File: config.mk
export PLATFORM = sky130hd
export DESIGN_NAME = flps_ctrl
export DESIGN_NICKNAME = d
export VERILOG_FILES = /design/src/sv/flps_pkg.sv /design/src/sv/flps_ctrl.sv
export SDC_FILE = /design/constraint.sdc
export NUM_CORES = 1
export LEC_CHECK = 0
export BUFFER_PORTS_ARGS = -buffer_cell sky130_fd_sc_hd__buf_2
export CAP_MARGIN = 20
export CELL_PAD_IN_SITES_DETAIL_PLACEMENT = 0
export CELL_PAD_IN_SITES_GLOBAL_PLACEMENT = 1
export CORE_ASPECT_RATIO = 1.4
export CORE_MARGIN = 10
export CORE_UTILIZATION = 30
export CTS_BUF_LIST = sky130_fd_sc_hd__clkbuf_4
export DETAILED_ROUTE_END_ITERATION = 12
export PLACE_DENSITY = 0.84
export SLEW_MARGIN = 5
export SYNTH_ARGS = -nofsm -noshare
export SYNTH_HDL_FRONTEND = slang
export SYNTH_SLANG_ARGS = --single-unit
File: constraint.sdc
create_clock -name clock -period 2 [get_ports clock]
set_clock_uncertainty 0.1 [all_clocks]
set_input_delay 0.1 -clock clock [delete_from_list [all_inputs] [get_ports clock]]
set_output_delay 0.1 -clock clock [all_outputs]
set_load 0.01 [all_outputs]
File: src/sv/flps_pkg.sv
`timescale 1ns / 1ps
// ----------------------------------------------------------------------------
// flps_pkg
// shared constants, command codes and controller/datapath structs
// ----------------------------------------------------------------------------
package flps_pkg;
   localparam int TABLE_SLOTS_DEF = 64;
   localparam int KEY_BYTES_DEF   = 32;

   localparam logic [31:0] FNV_BASIS = 32'd2166136261;
   localparam logic [31:0] FNV_PRIME = 32'd16777619;

   localparam logic [1:0] CMD_LOOKUP = 2'd0;
   localparam logic [1:0] CMD_INSERT = 2'd1;
   localparam logic [1:0] CMD_CLEAR  = 2'd2;

   localparam logic [1:0] ST_OK   = 2'd0;
   localparam logic [1:0] ST_FULL = 2'd1;
   localparam logic [1:0] ST_LONG = 2'd2;

   localparam logic [2:0] SIZE_LOG2_RESET = 3'd6;

   // commands from controller to datapath
   typedef struct packed {
      logic key_clear;    // reset hash, length, overflow
      logic probe_start;  // load slot pointer from hash, set probe count to one
      logic probe_step;   // advance slot pointer
      logic cmp_start;    // zero byte index
      logic cmp_step;     // advance byte index
      logic write_start;  // begin storing key in current slot
      logic write_step;   // store one byte
      logic write_done;   // set valid, bump count
      logic table_clear;  // drop all entries
   } ctl_type;

   // status from datapath to controller
   typedef struct packed {
      logic key_empty;
      logic key_over;
      logic slot_free;     // current slot not valid
      logic len_match;     // valid and same length
      logic byte_match;    // stored byte equals key byte (registered read)
      logic cmp_last;      // byte index at last key byte
      logic probe_last;    // probe visited every active slot
      logic write_last;
   } sts_type;
endpackage

File: src/sv/flps_ctrl.sv
`timescale 1ns / 1ps
// ----------------------------------------------------------------------------
// flps_ctrl
// sequencer for key collection, probe walk, compare and store
// ----------------------------------------------------------------------------
module flps_ctrl (
   input  logic               clock,
   input  logic               reset,
   input  logic               req_valid,
   input  logic [1:0]         req_command,
   input  logic [7:0]         req_key_byte,
   output logic               req_ready,
   output logic               byte_take,
   output logic               rsp_load,
   output logic               rsp_found,
   output logic               rsp_inserted,
   output logic [1:0]         rsp_status,
   input  logic               rsp_free,
   input  flps_pkg::sts_type  sts,
   output flps_pkg::ctl_type  ctl
);
   localparam logic [2:0] S_IDLE  = 3'd0;
   localparam logic [2:0] S_PROBE = 3'd1;
   localparam logic [2:0] S_CRD   = 3'd2;
   localparam logic [2:0] S_CMP   = 3'd3;
   localparam logic [2:0] S_WRITE = 3'd4;
   localparam logic [2:0] S_DONE  = 3'd5;

   logic [2:0] state_ff, state_in;
   logic       ins_ff, ins_in;
   logic       fnd_ff, fnd_in, add_ff, add_in;
   logic [1:0] st_ff, st_in;

   assign req_ready = (state_ff == S_IDLE);
   assign byte_take = req_valid && req_ready && (req_key_byte != 8'd0);
   assign rsp_found = fnd_ff;
   assign rsp_inserted = add_ff;
   assign rsp_status = st_ff;

   always_comb begin
      state_in = state_ff;
      ins_in = ins_ff; fnd_in = fnd_ff; add_in = add_ff; st_in = st_ff;
      ctl = '0;
      rsp_load = 1'b0;
      unique case (state_ff)
         S_IDLE: begin
            if (req_valid && req_ready && req_key_byte == 8'd0) begin
               fnd_in = 1'b0; add_in = 1'b0; st_in = flps_pkg::ST_OK;
               ins_in = (req_command == flps_pkg::CMD_INSERT);
               if (req_command == flps_pkg::CMD_CLEAR) begin
                  ctl.table_clear = 1'b1;
                  state_in = S_DONE;
               end else if (sts.key_over) begin
                  st_in = flps_pkg::ST_LONG;
                  state_in = S_DONE;
               end else if (sts.key_empty) begin
                  state_in = S_DONE;
               end else begin
                  ctl.probe_start = 1'b1;
                  state_in = S_PROBE;
               end
            end
         end
         S_PROBE: begin
            if (sts.slot_free) begin
               if (ins_ff) begin
                  ctl.write_start = 1'b1;
                  state_in = S_WRITE;
               end else state_in = S_DONE;
            end else if (sts.len_match) begin
               ctl.cmp_start = 1'b1;
               state_in = S_CRD;
            end else if (sts.probe_last) begin
               if (ins_ff) st_in = flps_pkg::ST_FULL;
               state_in = S_DONE;
            end else ctl.probe_step = 1'b1;
         end
         // wait for registered byte read
         S_CRD: state_in = S_CMP;
         S_CMP: begin
            if (!sts.byte_match || sts.cmp_last) begin
               if (sts.byte_match) begin
                  fnd_in = 1'b1;
                  state_in = S_DONE;
               end else if (sts.probe_last) begin
                  if (ins_ff) st_in = flps_pkg::ST_FULL;
                  state_in = S_DONE;
               end else begin
                  ctl.probe_step = 1'b1;
                  state_in = S_PROBE;
               end
            end else begin
               ctl.cmp_step = 1'b1;
               state_in = S_CRD;
            end
         end
         S_WRITE: begin
            ctl.write_step = 1'b1;
            if (sts.write_last) begin
               ctl.write_done = 1'b1;
               add_in = 1'b1;
               state_in = S_DONE;
            end
         end
         // hold here while the response register is still occupied
         S_DONE: begin
            if (rsp_free) begin
               rsp_load = 1'b1;
               ctl.key_clear = 1'b1;
               state_in = S_IDLE;
            end
         end
         default: state_in = S_IDLE;
      endcase
   end

   always_ff @(posedge clock) begin
      if (reset) state_ff <= S_IDLE;
      else state_ff <= state_in;
      ins_ff <= ins_in; fnd_ff <= fnd_in; add_ff <= add_in; st_ff <= st_in;
   end
endmodule

==> run_results.csv, run 1 <==
group,metric,value,unit
synth,synthXorXnorAreaFrac,0,%
finish,syn2layout_area_growth,36.0,%
synth,muxShareOfSynthArea,3.37,%
floorplanning,io-pin-count,38,
status,outcome,"finished, final reports clean",
synth,synth_top_family_by_area,"simple AND/OR/NAND/NOR gates",
setup_path,required,1.80,ns
detailed_routing,drt_first_iter_violations,10,
synth,synth-adder-area-share,0,%
synth,synth_cell_type_count,34,
floorplanning,core_area,2000,um^2
global_route,grtUsageMet1,8.90,%
global_route,use_met3,2.73,%
synth,synth_area_leaders,"edfxtp_1 (24%), dfxtp_1 (9.5%), nand2b_1 (5.9%)",
timing,rsz0062_at_grt,"no",
pwr,p_leak,0.397,nW
detailed_routing,wire_per_inst,13.6,um
global_route,overflow,0,
clock_tree,clockBufferDepth,2,
synth,synth_simple_gate_area_share,38.4,%
placed_design,hpwl,1540,um
finish,num_antenna_cells,0,
detailed_routing,dr.pass1.iters,4,
floorplanning,rows,19,
clock_tree,worst_skew_pair.late_latency,0.27,ns
global_route,grt_max_degree,13,
setup_path,critPathMaxFanout,12,
timing,tightest_slew,0.398,ns
setup_path,critical_path.startpoint_type,"register",
synth,synth_ff_type,"edfxtp_1",
synth,ys_warn_count,0,
floorplanning,start_util,31.6,%
clock_tree,cts-root-buf,"clkbuf_4",
clock_tree,cts_tree,"built",
pwr,ir_drop,0.000397,V
timing,period_share,91.6,%
timing,clock.fmax,546,MHz
global_route,grt_pass1_vias,691,
floorplanning,die_x,58.8,um
timing,setup-tns-final,0,ns
setup_path,worstPathCellList,"buf_4 -> nor3_4 -> nand4_4 -> nor4_1 -> buf_2",
detailed_routing,drcViolationCount,0,
global_route,grt_use_total,8.24,%
global_route,antenna_found_initial,0,
synth,synth_nets,95,
global_route,grt-busiest-layer,"met2",
clock_tree,cts.clk_slew.worst_paths,0.06,ns
finish,nets,135,
timing,slew_violations,0,
detailed_routing,ant_nets,0,
setup_path,crit_path_max_incr_delay,0.31,ns
synth,seq_area_frac_synth,33.3,%
synth,syn_area_per_cell,8.66,um^2
detailed_routing,wl,1800,um
timing,hold_violations,0,
finish,drive_gt1_share,46.4,%
synth,synth_top_area_share,23.8,%
synth,synth_top_cell_by_area,"edfxtp_1",
clock_tree,htree_num_levels,1,
floorplanning,die_y,74.3,um
pwr,cellPowerDensity,740,nW/um^2
floorplanning,dieArea,4370,um^2
job,drv_cap,0,
synth,ys_async_sr_fraction,0,%
clock_tree,cts_buffers,3,
global_route,grt_pass1_wl,2890,um
synth,ys_seq_elements,8,
timing,setup_viol,0,
global_route,grt.met2_usage,13.0,%
synth,synth_compound_area_share,17.6,%
timing,min_period,1.83,ns
timing,worst_slack,0.168,ns
setup_path,endpoint_kind,"primary output",
timing,relSlewSlack,73.3,%
setup_path,path_class,"reg -> out",
synth,synth_common_cells,"nand2_1 (7), nor2_1 (7), a21oi_1 (6), nand2b_1 (6), edfxtp_1 (5)",
clock_tree,clock_sinks,8,
setup_path,cpMaxStageDelayCell,"dfxtp_1",
detailed_routing,dr_total_vias,681,
detailed_routing,via_per_inst,5.12,
synth,syn_area,632,um^2
synth,synthCells,73,
placed_design,io_buffers,37,
worst_hold_path,hp-class,"in -> reg",
placed_design,post-place-ws,0.321,ns
synth,synth_edf_count,5,
placed_design,gp_congestion,0.771,
setup_path,critPathArrivalTime,1.63,ns
==> metal layers <==
layer,up-vias,share of wire [%]
met4,0,2.7
met1,301,40
met5,-,0
li1,340,-
met2,35,47
met3,5,10
==> timing repair <==
item | in CTS | in global routing
hold buffers | 1 | 0
resized for setup | 0 | 0
setup buffers | 0 | 0
hold endpoints to repair | 3 | 0
==> through the flow <==
step	cell area, um^2	utilization, %	hold slack, ns	power [W]	std cells
4_1_cts	860	43.0	0.0307	0.000642	133
2_1_floorplan	632	-	0.0691	0.000412	73
3_3_place_gp	820	41.0	0.199	0.000481	128
3_5_place_dp	820	41.0	0.203	0.000484	128
5_1_grt	860	43.0	0.0438	0.000686	133
6_report	860	43.0	0.0288	0.000636	133
==> report_power, final <==
part	internal, W	leakage (nW)	switching, W	total [W]
combinational	0.000115	0.306	0.000134	0.000249
sequential	0.000195	0.0721	0.0000346	0.000229
clock	0.0000906	0.0184	0.0000670	0.000158
==> path summary, 6_finish.rpt <==
| path | start | endpoint | slack (ns) | cells past startpoint |
|---|---|---|---|---|
| worst max-delay path | state_ff[1] | ctl[7] | 0.17 | 5 |
| worst min-delay path | req_command[1] | ins_ff | 0.03 | 2 |
| worst min register to register | state_ff[0] | state_ff[0] | 0.52 | 2 |
| worst max register to register | state_ff[1] | rsp_status[1] | 0.32 | 4 |
==> state kept, by name, indices dropped and copies added (netlist names) <==
signal and flops:
state_ff 3, rsp_status 2, ins_ff 1, rsp_found 1
rsp_inserted 1
==> cells in the final DEF (no fill, tap or decap), drive strengths merged, types with 3 or more instances in the layout <==
cell | synthesis | final
edfxtp | 5 | 5
nor4 | 5 | 5
dfxtp | 3 | 3
nor2 | 7 | 7
clkbuf | 0 | 4
a21oi | 8 | 8
inv | 4 | 4
nand2b | 6 | 6
nand2 | 7 | 7
buf | 4 | 38
o21ai | 3 | 3
==> worst max-delay path, delay by kind of cell (launching register included) <==
| kind | cells | cell delay, ns |
|---|---|---|
| buffers and inverters | 2 | 0.35 |
| flip-flops | 1 | 0.31 |
| AND/OR/NAND/NOR | 3 | 0.71 |
==> area by class of cell <==
| cell class | count | area [um^2] |
|---|---|---|
| fill | 211 | 1140 |
| multi-input combinational | 57 | 375 |
| sequential | 8 | 210 |
| timing repair buffer | 39 | 203 |
| clock buffer | 4 | 30.0 |
| tap | 21 | 26.3 |
| inverter | 4 | 15.0 |
==> logic make-up (layout without fill, tap and decap cells) <==
kind of cell / after synthesis / count (layout)
mux: 2 / 2
flops: 8 / 8
compound gates: 17 / 17
buf+inv: 8 / 47
simple gates: 38 / 38
Note: power is estimated with default switching activity, not from simulation.
==> run 2: changes to the inputs <==
CORE_UTILIZATION = 33   (was 30)
PLACE_DENSITY = 0.91   (was 0.84)
clock period = 2.3 ns   (was 2 ns; I/O delays follow)
==> run_results.csv, run 2 (same netlist as run 1, synthesis figures left out) <==
group,metric,value,unit
detailed_routing,dr.pass1.iters,2,
timing,worst_slack,0.430,ns
floorplanning,io-pin-count,38,
setup_path,critPathLaunch,"state_ff[1]",
placed_design,gp_congestion,0.771,
floorplanning,die_y,71.8,um
setup_path,critPathMaxFanout,13,
setup_path,cp_top_family,"compound AO/OA/AOI/OAI gates",
floorplanning,start_util,35.1,%
setup_path,critPathBufInv,0,
floorplanning,die_x,57.0,um
finish,nets,134,
timing,relSlewSlack,73.1,%
floorplanning,core_area,1800,um^2
finish,largest_reg_flops,3,
worst_hold_path,min_to,"ins_ff",
placed_design,hpwl,1560,um
detailed_routing,drt_first_iter_violations,9,
pwr,ir_drop,0.000252,V
floorplanning,rows,18,
finish,post-route-util,47.2,%
worst_hold_path,hold_path_depth,2,
detailed_routing,drcViolationCount,0,
timing,setup_viol,0,
setup_path,critical_path.startpoint_type,"register",
timing,tightest_slew,0.403,ns
clock_tree,cts-root-buf,"clkbuf_4",
setup_path,r2r_start,"state_ff[1]",
clock_tree,htree_num_levels,1,
finish,syn2layout_area_growth,34.7,%
timing,setup-tns-final,0,ns
global_route,grt_use_total,9.15,%
timing,min_period,1.87,ns
detailed_routing,via_per_inst,5.11,
pwr,cellPowerDensity,641,nW/um^2
placed_design,place_inst,126,
job,drv_cap,0,
clock_tree,worst_skew_pair.late_latency,0.26,ns
setup_path,path_class,"reg -> reg",
finish,nFillCells,191,
clock_tree,cts_tree,"built",
placed_design,io_buffers,37,
timing,period_share,81.3,%
detailed_routing,ant_nets,0,
timing,rsz0062_at_grt,"no",
clock_tree,clock_sinks,8,
timing,hold_violations,0,
detailed_routing,wire_per_inst,13.7,um
detailed_routing,wl,1800,um
clock_tree,postCtsSetupBuffers,0,
timing,slew_violations,0,
worst_hold_path,min_from,"req_command[1]",
setup_path,required,2.17,ns
detailed_routing,dr_total_vias,670,
placed_design,post-place-ws,0.432,ns
finish,drive_gt1_share,45.9,%
setup_path,worstPathCellList,"or3_1 -> a211o_1 -> a21o_1 -> a21oi_2",
clock_tree,cts.clk_slew.worst_paths,0.05,ns
global_route,overflow,0,
status,outcome,"finished, final reports clean",
setup_path,critPathArrivalTime,1.74,ns
setup_path,reg2reg_depth,4,
worst_hold_path,hp-class,"in -> reg",
setup_path,endpoint_kind,"register",
global_route,grt_max_degree,14,
setup_path,crit_path_max_incr_delay,0.44,ns
setup_path,r2r-end,"rsp_status[1]",
setup_path,cpMaxStageDelayCell,"or3_1",
clock_tree,cts_buffers,3,
finish,num_antenna_cells,0,
setup_path,rrSetupSlack,0.43,ns
global_route,antenna_found_initial,0,
global_route,grt_pass1_vias,707,
timing,clock.fmax,535,MHz
finish,final_common_cell,"buf_2",
floorplanning,dieArea,4090,um^2
clock_tree,clockBufferDepth,2,
finish,max_flop_register,"state_ff",
finish,mostFrequentLayoutCells,"buf_2 (37), nand2_1 (7), nor2_1 (7)",
finish,finalNonFillerCells,131,
pwr,p_leak,0.391,nW
global_route,grt_pass1_wl,3100,um
[run 2: cell count changes in the layout (fill, tap and decap cells not counted)]
cell	before	now
buf_4	1	0
[run 2: cell type report]
type | instances | area (um^2) | area share, %
Timing Repair Buffer | 38 | 195 | 22.9
Clock buffer | 4 | 30.0 | 3.53
Tap cell | 20 | 25.0 | 2.94
Sequential cell | 8 | 210 | 24.7
Inverter | 4 | 15.0 | 1.76
Multi-Input combinational cell | 57 | 375 | 44.1
[run 2: metrics by stage]
step	total power [W]	hold slack (ns)	cell area [um^2]
2_1_floorplan	0.000359	0.0841	632
3_3_place_gp	0.000417	0.203	811
3_5_place_dp	0.000420	0.213	811
4_1_cts	0.000554	0.0526	851
5_1_grt	0.000590	0.0681	851
6_report	0.000546	0.0613	851
[run 2: worst max-delay path by stage]
| stage | end | slack, ns | cells past startpoint |
|---|---|---|---|
| finish | rsp_status[1] | 0.43 | 4 |
| global route | ctl[7] | 0.31 | 4 |
| CTS | rsp_status[1] | 0.42 | 4 |
| detailed placement | rsp_status[1] | 0.43 | 4 |
| global placement | rsp_status[0] | 0.49 | 4 |
| floorplan | rsp_status[0] | 0.63 | 4 |
[run 2: per-layer routing]
metal	global-route usage, %	wire length (um)	up-vias
li1	-	-	341
met1	8.82	712	297
met2	15.1	869	30
met3	3.70	201	2
met4	7.07	15	0
met5	0	0	-
[run 2: timing repair]
item / CTS / global route
gates resized for setup: 0 / 0
hold endpoints to repair: 3 / 0
hold buffers: 1 / 0
[run 2: where the power goes]
group          internal (W)  switching (W)
combinational     0.0000982       0.000114
sequential         0.000169      0.0000346
clock             0.0000783      0.0000508
total              0.000346       0.000200
[run 2: worst register-to-register path, cell delays in order (launching register included)]
cell and delay (ns):
dfxtp_1 0.43, or3_1 0.44, a211o_1 0.27, a21o_1 0.17, a21oi_2 0.17
==> run 3: changes to the inputs <==
CORE_UTILIZATION = 30   (was 33)
PLACE_DENSITY = 0.84   (was 0.91)
clock period = 1.8 ns   (was 2.3 ns; I/O delays follow)
==> run_results.csv, run 3 (same netlist as run 1, synthesis figures left out) <==
group,metric,value,unit
status,outcome,"finished, final reports clean",
pwr,p_clk_share,23.3,%
clock_tree,htree_num_levels,1,
floorplanning,start_util,31.6,%
global_route,grt_use_total,8.48,%
placed_design,hpwl,1570,um
floorplanning,dieArea,4370,um^2
clock_tree,cts_buffers,3,
finish,mostFrequentLayoutCells,"buf_2 (37), nand2_1 (7), nor2_1 (7)",
finish,largest_reg_flops,3,
timing,setup_viol,0,
setup_path,reg2reg_depth,4,
pwr,seq_power_share,35.4,%
timing,setup-tns-final,0,ns
global_route,grtUsageMet1,8.42,%
global_route,grt_max_degree,13,
timing,slew_violations,0,
setup_path,critPathMaxFanout,9,
timing,clock.fmax,587,MHz
setup_path,r2r_start,"state_ff[1]",
detailed_routing,dr.pass1.iters,4,
placed_design,gp_congestion,0.753,
floorplanning,core_area,2000,um^2
timing,period_share,94.6,%
finish,num_antenna_cells,0,
setup_path,critical_path.startpoint_type,"register",
setup_path,critPathArrivalTime,1.51,ns
worst_hold_path,hp-class,"in -> reg",
floorplanning,io-pin-count,38,
clock_tree,cts.clk_slew.worst_paths,0.06,ns
clock_tree,cts_tree,"built",
clock_tree,worst_skew_pair.late_latency,0.26,ns
finish,max_flop_register,"state_ff",
pwr,ir_drop,0.000424,V
detailed_routing,dr_total_vias,693,
placed_design,io_buffers,37,
timing,hold_ws,0.0268,ns
finish,final_common_cell,"buf_2",
detailed_routing,drt_first_iter_violations,6,
floorplanning,die_y,74.3,um
worst_hold_path,min_to,"ins_ff",
worst_hold_path,min_from,"req_command[1]",
global_route,grt_pass1_wl,3030,um
finish,syn2layout_area_growth,37.4,%
clock_tree,clock_sinks,8,
setup_path,required,1.61,ns
worst_hold_path,hold_path_depth,2,
setup_path,path_class,"reg -> out",
finish,nets,136,
setup_path,rrSetupSlack,0.13,ns
finish,nFillCells,206,
global_route,grt_pass1_vias,725,
job,drv_cap,0,
detailed_routing,wl,1850,um
timing,rsz0062_at_grt,"no",
floorplanning,die_x,58.8,um
pwr,switching_share,36.4,%
pwr,switchingPower,0.000265,W
setup_path,critPathLaunch,"state_ff[2]",
timing,min_period,1.70,ns
timing,hold_violations,0,
timing,tightest_slew,0.401,ns
detailed_routing,wire_per_inst,13.8,um
setup_path,endpoint_kind,"primary output",
finish,drive_gt1_share,47.8,%
global_route,overflow,0,
pwr,comb_power_share,41.3,%
floorplanning,rows,19,
global_route,grt-busiest-layer,"met2",
pwr,cellPowerDensity,839,nW/um^2
global_route,use_met3,3.07,%
timing,relSlewSlack,73.1,%
pwr,p_leak,0.401,nW
detailed_routing,drcViolationCount,0,
setup_path,r2r-end,"rsp_status[0]",
clock_tree,cts-root-buf,"clkbuf_4",
global_route,antenna_found_initial,0,
pwr,p_int,0.000464,W
detailed_routing,via_per_inst,5.17,
detailed_routing,ant_nets,0,
clock_tree,clockBufferDepth,2,
global_route,grt.met2_usage,14.4,%
## run 3: stage by stage
| step | utilization (%) | cells | power [W] | instance area, um^2 | setup WS (ns) |
|---|---|---|---|---|---|
| finish | 43.5 | 134 | 0.000729 | 868 | 0.0978 |
| global route | 43.5 | 134 | 0.000784 | 868 | 0.00549 |
| detailed placement | 41.4 | 129 | 0.000558 | 827 | 0.128 |
| CTS | 43.4 | 134 | 0.000731 | 867 | 0.0472 |
| floorplan | - | 73 | 0.000458 | 632 | 0.131 |
| global placement | 41.4 | 129 | 0.000554 | 827 | 0.144 |
## run 3: layer usage
layer  share of wire, %  up-vias
met5                  0        -
met3                 11        2
met1                 38      315
met2                 49       34
li1                   -      342
met4                1.2        0
## run 3: area by class of cell
type | instances | area [um^2] | share of cell area (%)
Multi-Input combinational cell | 57 | 375 | 43.2
Sequential cell | 8 | 211 | 24.4
Timing Repair Buffer | 40 | 210 | 24.2
Clock buffer | 4 | 30.0 | 3.46
Tap cell | 21 | 26.3 | 3.03
Inverter | 4 | 15.0 | 1.73
## run 3: repair_timing
action,CTS,global route
hold endpoints to repair,3,0
setup endpoints to repair,0,1
setup buffers,0,0
hold buffers,1,0
resized for setup,0,1
## run 3: worst max-delay path, cell delays in order (launching register included)
cell and delay [ns]:
dfxtp_1 0.41, nor3_4 0.27, nand4_4 0.16, nor4_1 0.24, buf_2 0.17
## run 3: worst max-delay path by stage
stage	endpoint	slack [ns]	cells past startpoint
detailed placement	rsp_status[1]	0.13	4
CTS	ctl[7]	0.05	5
finish	ctl[7]	0.1	4
global placement	rsp_status[1]	0.14	4
global route	ctl[7]	0.005	4
floorplan	rsp_status[0]	0.13	4
## run 3: power groups by stage
stage | combinational [W] | sequential, W | clock, W
floorplan | 0.000218 | 0.000240 | 0
global placement | 0.000294 | 0.000259 | 0
detailed placement | 0.000299 | 0.000260 | 0
finish | 0.000301 | 0.000258 | 0.000170
global route | 0.000338 | 0.000263 | 0.000183
CTS | 0.000302 | 0.000255 | 0.000173
